$ cat src/rtl/hsv_pkg.sv
// Shared types and constants for the HSV color blob tracker.
package hsv_pkg;
  localparam int FrameWidth  = 640;
  localparam int FrameHeight = 480;
  localparam int MapSize     = FrameWidth * FrameHeight;
  localparam int AdaptiveStep = 1;
  localparam int AddrW = $clog2(MapSize + 1);
  localparam int ColW  = 10;
  localparam int RowW  = 9;

  localparam logic [2:0] RegHueLow   = 3'd0;
  localparam logic [2:0] RegHueHigh  = 3'd1;
  localparam logic [2:0] RegSatLow   = 3'd2;
  localparam logic [2:0] RegSatHigh  = 3'd3;
  localparam logic [2:0] RegValLow   = 3'd4;
  localparam logic [2:0] RegValHigh  = 3'd5;
  localparam logic [2:0] RegNoise    = 3'd6;
  localparam logic [2:0] RegMaxExt   = 3'd7;

  typedef enum logic [2:0] {
    StIdle, StInit, StRead, StWait, StNextScan, StDecide
  } state_e;

  // Commands from the controller to the datapath.
  typedef struct packed {
    logic       scan_init;  // reset scan position for scan selected by scan_sel
    logic       scan_adv;   // advance sample position
    logic       read_en;    // issue a map read
    logic [1:0] scan_sel;   // 0 left, 1 right, 2 top, 3 bottom
    logic       finish;     // run the accept and step update
  } hsv_cmd_t;

  // Status from the datapath.
  typedef struct packed {
    logic hit;        // sampled entry matched and count exceeds noise
    logic last;       // the current sample is the last of this scan
  } hsv_sts_t;
endpackage

$ cat src/rtl/hsv_ctrl.sv
// Controller state machine that sequences the four map scans.
module hsv_ctrl
  import hsv_pkg::*;
(
  input  logic     clk_i,
  input  logic     rst_ni,
  input  logic     go_i,
  input  hsv_sts_t sts_i,
  output hsv_cmd_t cmd_o,
  output logic     busy_o
);
  state_e     state_q, state_d;
  logic [1:0] sel_q, sel_d;

  always_ff @(posedge clk_i or negedge rst_ni) begin
    if (!rst_ni) begin
      state_q <= StIdle;
      sel_q   <= 2'd0;
    end else begin
      state_q <= state_d;
      sel_q   <= sel_d;
    end
  end

  always_comb begin
    state_d = state_q;
    sel_d   = sel_q;
    cmd_o   = '0;
    cmd_o.scan_sel = sel_q;
    busy_o  = (state_q != StIdle);
    unique case (state_q)
      StIdle: begin
        if (go_i) begin
          sel_d   = 2'd0;
          state_d = StInit;
        end
      end
      StInit: begin
        cmd_o.scan_init = 1'b1;
        state_d = StRead;
      end
      StRead: begin
        cmd_o.read_en = 1'b1;
        state_d = StWait;
      end
      StWait: begin
        // Read data is registered; evaluate it here.
        if (sts_i.hit || sts_i.last) begin
          state_d = StNextScan;
        end else begin
          cmd_o.scan_adv = 1'b1;
          state_d = StRead;
        end
      end
      StNextScan: begin
        if (sel_q == 2'd3) begin
          state_d = StDecide;
        end else begin
          sel_d   = sel_q + 2'd1;
          state_d = StInit;
        end
      end
      StDecide: begin
        cmd_o.finish = 1'b1;
        state_d = StIdle;
      end
      default: state_d = StIdle;
    endcase
  end
endmodule

$ cat config.mk
export PLATFORM = sky130hd
export DESIGN_NAME = hsv_ctrl
export DESIGN_NICKNAME = d
export VERILOG_FILES = /design/src/rtl/hsv_pkg.sv /design/src/rtl/hsv_ctrl.sv
export SDC_FILE = /design/constraint.sdc
export NUM_CORES = 1
export LEC_CHECK = 0
export BUFFER_PORTS_ARGS = -buffer_cell sky130_fd_sc_hd__buf_4
export CAP_MARGIN = 40
export CORE_AREA = 5 5 42 44
export DETAILED_ROUTE_END_ITERATION = 6
export DIE_AREA = 0 0 47 49
export GPL_ROUTABILITY_DRIVEN = 0
export PLACE_DENSITY_LB_ADDON = 0.25
export SYNTH_ARGS = -nofsm -noshare
export SYNTH_HDL_FRONTEND = slang
export SYNTH_SLANG_ARGS = --single-unit
$ cat constraint.sdc
create_clock -name clk_i -period 1.2 [get_ports clk_i]
set_input_delay 0.12 -clock clk_i [delete_from_list [all_inputs] [get_ports clk_i]]
set_output_delay 0.12 -clock clk_i [all_outputs]
set_load 0.05 [all_outputs]
* Yosys cells after proc, flatten, opt, wreduce, memory -nomap -nowiden
Index checks and enable logic that the tools add are counted.
** Cells by class
- Add/subtract/negate cells :: 1
- Eq/ne operators :: 8
- Muxes and demuxes :: 12
- Reductions and logical operators :: 5
** Operators with widths (number)
- 3-bit case mux with 5 select lines :: 1
- 3-bit 2-to-1 mux :: 3
- 3-bit by 2-bit equality test with 1-bit output (second input constant) :: 2
- 3-bit equality test (second input constant) :: 2
- 1-bit 2-to-1 mux :: 5
- 2-bit 2-to-1 mux :: 2
- 2-bit != test (second input constant) :: 2
- 2-bit case mux with 2 select lines :: 1
- 3-bit by 1-bit equality test with 1-bit output (second input constant) :: 1
- 3-bit logical NOT :: 1
- 3-bit AND reduction :: 1
- 3-bit nonzero test :: 1
- 2-bit by 1-bit adder with 2-bit output (second input constant) :: 1
- 2-bit equality test (second input constant) :: 1
- 2-bit nonzero test :: 1
- 1-bit logical OR :: 1
** Storage, ports and cells
- Register bits :: 5
- Input port bits :: 5
- Output and inout bits :: 7
- Logic and storage cells :: 28

* Logic depth before layout (Yosys ltp)
Gate-level depths: netlist of run 1.
- Word-level depth :: 3
- Mapped depth :: 4

* Worst setup path after synthesis of run 1
OpenSTA, ideal clock, no wires.
- Path type :: register to register
- Start point :: register state_q[2]
- End point :: register state_q[1]
- Library setup time :: 0.071 ns
- Arrival :: 1.951 ns
- Setup slack :: -0.821 ns
- Cell stages (with the launch flop) :: 4
- Buffers on the path :: 1
- Period minus slack after synthesis :: 2.021 ns
- Path through :: dfrtp_1 > buf_4 > nor3b_1 > or3_1
** Between the ends
- Longest elaborated chain between the ends :: 2
** Ends and longest elaborated chain
- start, declared :: line hsv_ctrl.sv:12 : state_e state_q, state_d;
- start signal, assigned :: line hsv_ctrl.sv:17 : state_q <= StIdle;
- start signal, assigned :: line hsv_ctrl.sv:20 : state_q <= state_d;
- 3-bit equality test, or another cell as far along :: line hsv_ctrl.sv:31 : unique case (state_q)
- 3-bit case mux with 5 select lines or 2-bit != test (tied branches)
Parallel ways exist; a longest one is shown, timed or not.
A chain may end at the register's enable or synchronous reset.

==> flow_metrics.tcl, run 1 <==
set metrics [dict create \
    dp_hpwl_um 619.8 \
    crit_fanout 4 \
    hold_violations 0 \
    p_per_area_mw_per_mm2 3062 \
    drc 0 \
    drv_slew 0 \
    ys_ff_latch 5 \
    rsz0062_at_grt "true" \
    maxCapViolations 0 \
    htree_num_levels 1 \
    critPathSlowestCell "dfrtp_2" \
    fmax_mhz 724.1 \
    total_power_w 0.001812 \
    diodes 0 \
    min_path_type "input port to register" \
    start_kind "register" \
    dpl_cell_area_sq_um 465.4 \
    synth_area_sq_um 327.8 \
    start_util 0.2339 \
    antenna_left 0 \
    ys_types 22 \
    core_area_sq_mm 0.001401 \
    cts_sinks 5 \
    yosysSeqAreaShare 0.3817 \
    yosysWarnings 0 \
    violations "negative setup slack" \
    worstPathRequired_ns 1.08 \
    avgSynthCellArea_sq_um 10.24 \
    fp.dieW_um 47 \
    cts.path.max_buffers 2 \
    clock-skew-final_ns 0.006207 \
    layout.nets 59 \
    layout-drive-gt1-share 0.6731 \
    setup_tns_ns -0.7007 \
    antenna_found_initial 0 \
    setup_violations 5 \
    period_needed_ns 1.381 \
    drtIter0Drc 1 \
    gr-total-overflow 0 \
    grt_pass1_vias 322 \
    critical_path.cell_chain "nand3b_1 > nor3_4 > buf_6" \
    postLayoutCellArea_sq_um 591.8 \
    fin_crit_sh 1.151 \
    drt_pre_antenna_iters 2 \
    endpoint_kind "output port" \
    synthesis.nets 38 \
    wl_per_cell_um 13.75 \
    dp_cells 59 \
    root_buffer "clkbuf_4" \
    ios 12 \
    clk-insertion-delay-late_ns 0.25 \
    critPathMaxStageDelay_ns 0.44 \
    grt_max_degree 9 \
    slew_headroom 0.8124 \
    outcome "finished, violations left" \
    io_buffers 11 \
    avgViaCountPerCell 4.676 \
    placementRows 14 \
    power_leakage_nw 0.2595 \
    critPathKind "register to output port" \
    route.vias.total 318 \
    nFillCells 148 \
    grt_pass1_wl_mm 1.435 \
    synthCells 32 \
    area_growth_pct 80.53 \
    clk_pin_slew_worst_paths_ns 0.04 \
    setup_slack_ns -0.1811 \
    cp.arrival_ns 1.26 \
    worstMarginPinSlew_ns 0.2797 \
    stdcell_count 68 \
    track_usage 0.09342 \
    drt-total-wl_um 935 \
    tritoncts.num_buffers 3 \
    cts_tree "built" \
    die_y_um 49 \
    die_area_sq_mm 0.002303 \
    ir_drop_v 0.001708 \
]
-- path summary, 6_finish.rpt --
kind / slack [ns] / end / cells past startpoint / from
max: -0.18 / cmd_o[4] / 3 / state_q[2]$_DFFE_PN0P_
max in group asynchronous: 0.86 / state_q[2]$_DFFE_PN0P_ / 2 / rst_ni
min reg2reg: 0.56 / sel_q[1]$_DFFE_PN0P_ / 1 / sel_q[1]$_DFFE_PN0P_
max reg2reg: 0.01 / state_q[2]$_DFFE_PN0P_ / 5 / state_q[0]$_DFFE_PN0P_
min: 0.19 / state_q[2]$_DFFE_PN0P_ / 3 / sts_i[1]
min in group asynchronous: 0.21 / sel_q[0]$_DFFE_PN0P_ / 2 / rst_ni
-- routing by layer --
layer	global-route usage	up-vias	routed length [um]
met5	0	-	0
li1	-	155	-
met4	0.08295	0	29
met3	0.04059	4	55
met1	0.1094	145	367
met2	0.1222	14	482
-- kinds of logic after synthesis --
logic type      after synthesis  synth area share
flops                         5            0.3817
simple gates                 15            0.3283
fa+ha+maj                     1           0.03816
compound gates                7            0.1489
buf+inv                       4            0.1030
-- registers in the layout (all words and copies together), names as in the netlist --
name and cells:
state_q 3, sel_q 2
-- area by class of cell --
| type | instances | area (sq um) | share of cell area |
|---|---|---|---|
| Tap cell | 16 | 20.02 | 0.03383 |
| Timing Repair Buffer | 19 | 183.9 | 0.3108 |
| Inverter | 1 | 3.754 | 0.006342 |
| Multi-Input combinational cell | 23 | 225.2 | 0.3805 |
| Sequential cell | 5 | 131.4 | 0.2220 |
| Clock inverter | 1 | 5.005 | 0.008457 |
| Clock buffer | 3 | 22.52 | 0.03805 |
-- where the power goes --
| group | internal, W | leakage [nW] | switching [W] |
|---|---|---|---|
| combinational | 0.000583 | 0.184 | 0.000638 |
| clock | 0.000121 | 0.0177 | 0.0000792 |
| sequential | 0.000258 | 0.0581 | 0.000134 |
| total | 0.000962 | 0.260 | 0.000851 |
-- layout by cell type (no fill, tap or decap), drive strengths merged --
cell	count
ha	1
a21o	1
o21ai	3
clkinv	1
dlygate4sd3	1
inv	1
a22o	1
buf	18
nor2b	2
nand3b	1
a32o	1
dfrtp	5
nor3	2
a211oi	1
or3	2
nor3b	3
nand2	1
clkbuf	3
and3b	1
nor2	2
nor4	1
-- timing repair --
action	4_1_cts	5_1_grt
pin swaps	2	4
gates resized for setup	8	6
buffers inserted	2	2
hold endpoints to repair	5	0
endpoints found under the setup margin	7	9
hold buffers	1	0
-- worst max-delay path: cells and delay by family, from the launching register on --
kind | cells | cell delay (ns)
flip-flops | 1 | 0.44
buffers and inverters | 1 | 0.19
AND/OR/NAND/NOR | 2 | 0.40
-- metrics by stage --
stage | hold slack [ns] | utilization | worst slack (ns)
floorplan | -0.1756 | - | -0.07437
global placement | -0.07719 | 0.3321 | -0.01998
detailed placement | -0.07314 | 0.3321 | -0.06124
finish | 0.1900 | 0.4223 | -0.1811
global route | 0.1931 | 0.4223 | -0.2338
CTS | 0.2098 | 0.3946 | -0.1871
-- synth_stat cells, drive strengths merged --
| cell | count | area, sq um |
|---|---|---|
| a211oi | 1 | 7.510 |
| a21o | 1 | 7.510 |
| a22o | 1 | 8.760 |
| a32o | 1 | 10.01 |
| and3b | 1 | 8.760 |
| buf | 3 | 30.03 |
| dfrtp | 5 | 125.1 |
| ha | 1 | 12.51 |
| inv | 1 | 3.750 |
| nand2 | 1 | 3.750 |
| nand3b | 1 | 7.510 |
| nor2 | 2 | 7.510 |
| nor2b | 2 | 12.51 |
| nor3 | 2 | 10.01 |
| nor3b | 3 | 38.79 |
| nor4 | 1 | 6.260 |
| o21ai | 3 | 15.01 |
| or3 | 2 | 12.51 |
No activity file was read; power rests on OpenSTA's default activity.
==> run 2, diff against run 1 <==
Settings changed: CELL_PAD_IN_SITES_DETAIL_PLACEMENT from default to 1, CELL_PAD_IN_SITES_GLOBAL_PLACEMENT from default to 2, CORE_AREA 5 5 42 44 to default, CORE_MARGIN from default to 5, CORE_UTILIZATION from default to 25, DIE_AREA 0 0 47 49 to default.
==> flow_metrics.tcl, run 2 (synthesis gave the netlist of run 1 again) <==
set metrics [dict create \
    setup_slack_ns -0.1884 \
    tritoncts.num_buffers 3 \
    antenna_left 0 \
    slew_headroom 0.8668 \
    htree_num_levels 1 \
    die_y_um 46.21 \
    clk_pin_slew_worst_paths_ns 0.05 \
    maxCapViolations 0 \
    violations "negative setup slack" \
    ir_drop_v 0.001244 \
    io_buffers 11 \
    nFillCells 144 \
    regMostFlops "state_q" \
    ios 12 \
    wl_per_cell_um 14.90 \
    avgViaCountPerCell 4.778 \
    register_area_sq_um 131.4 \
    cts.path.max_buffers 2 \
    drc 0 \
    grt_max_degree 8 \
    postLayoutCellArea_sq_um 641.9 \
    outcome "finished, violations left" \
    grt_pass1_vias 365 \
    busiest_layer "met2" \
    cts_sinks 5 \
    fp.dieW_um 46.21 \
    fin_crit_sh 1.157 \
    mostFrequentLayoutCell "buf_4" \
    clock-skew-final_ns 0.0002846 \
    setup_violations 5 \
    layout-drive-gt1-share 0.7018 \
    drt-total-wl_mm 1.073 \
    grt_pass1_wl_mm 1.662 \
    root_buffer "clkbuf_4" \
    mostFrequentLayoutCells "buf_4 (14), buf_6 (8), dfrtp_2 (5), nor3b_4 (3), clkbuf_4 (3)" \
    reg.largest.list "state_q x3, sel_q x2" \
    setup_tns_ns -0.7476 \
    hold_violations 0 \
    fmax_mhz 720.2 \
    clk-insertion-delay-late_ns 0.25 \
    antenna_found_initial 0 \
    area_growth_pct 95.80 \
    dp_hpwl_um 655.2 \
    grtUsageMet2 0.2033 \
    gr-total-overflow 0 \
    route.vias.total 344 \
    crit_fanout 5 \
    layout.nets 64 \
    cts_tree "built" \
    worstMarginPinSlew_ns 0.1983 \
    placementRows 13 \
    dpl_cell_area_sq_um 471.7 \
    start_util 0.2584 \
    stdcell_count 72 \
    largest_reg_flops 3 \
    final_util 0.5059 \
    gr-usage-met1 0.1192 \
    ff2ff_setup_slack_ns 0.01 \
    track_usage 0.1160 \
    drv_slew 0 \
    power_leakage_nw 0.2861 \
    multi_input_area_sq_um 241.5 \
    core_area_sq_mm 0.001269 \
    rsz0062_at_grt "true" \
    dp_cells 59 \
    min_path_type "input port to register" \
    period_needed_ns 1.388 \
    p_per_area_mw_per_mm2 3132 \
    cp.arrival_ns 1.27 \
    endpoint_kind "output port" \
    worstPathRequired_ns 1.08 \
    drtIter0Drc 0 \
    use_met3 0.03516 \
    critPathKind "register to output port" \
    diodes 0 \
    die_area_sq_mm 0.002135 \
    drt_pre_antenna_iters 1 \
    start_kind "register" \
]
[run 2: critical path: stages (launching register included)]
cell and delay, ns:
dfrtp_2 0.43, nand3b_1 0.23, nor3_4 0.17, buf_6 0.18
[run 2: worst paths after layout]
kind / from / to / depth (start not counted)
setup / recovery: state_q[2]$_DFFE_PN0P_ / cmd_o[4] / 3
hold / removal: sts_i[1] / state_q[2]$_DFFE_PN0P_ / 3
setup reg to reg: state_q[0]$_DFFE_PN0P_ / sel_q[0]$_DFFE_PN0P_ / 5
hold reg to reg: state_q[0]$_DFFE_PN0P_ / state_q[0]$_DFFE_PN0P_ / 1
max in group asynchronous: rst_ni / sel_q[0]$_DFFE_PN0P_ / 2
min in group asynchronous: rst_ni / state_q[1]$_DFFE_PN0P_ / 2
[run 2: power by group]
part / internal, W / leakage, nW / switching (W)
logic: 0.000701 / 0.213 / 0.000710
registers: 0.000258 / 0.0581 / 0.000131
clock network: 0.000127 / 0.0150 / 0.0000831
[run 2: through the flow]
stage	hold slack (ns)	setup slack (ns)	power (W)
2_1_floorplan	-0.1756	-0.07437	0.001149
3_3_place_gp	-0.07395	0.009220	0.001345
3_5_place_dp	-0.07226	-0.03299	0.001368
4_1_cts	0.1850	-0.1836	0.001842
5_1_grt	0.1830	-0.2653	0.002126
6_report	0.1600	-0.1884	0.002010
[run 2: cell type report]
class                      count  share of cell area
multi-input combinational     23              0.3762
timing repair buffer          24              0.3431
sequential                     5              0.2047
clock buffer                   4             0.04094
tap                           15             0.02924
inverter                       1            0.005848
[run 2: layer usage]
layer | share of wire | up-vias
met2 | 0.58 | 9
met5 | 0 | -
met4 | 0.0084 | 0
li1 | - | 166
met3 | 0.050 | 2
met1 | 0.36 | 167
[run 2: repair_timing]
item | in CTS | in global routing
pin swaps | 3 | 9
endpoints found under the setup margin | 6 | 9
setup buffers | 5 | 4
gates resized for setup | 15 | 6
hold endpoints to repair | 5 | 0
hold buffers | 1 | 0
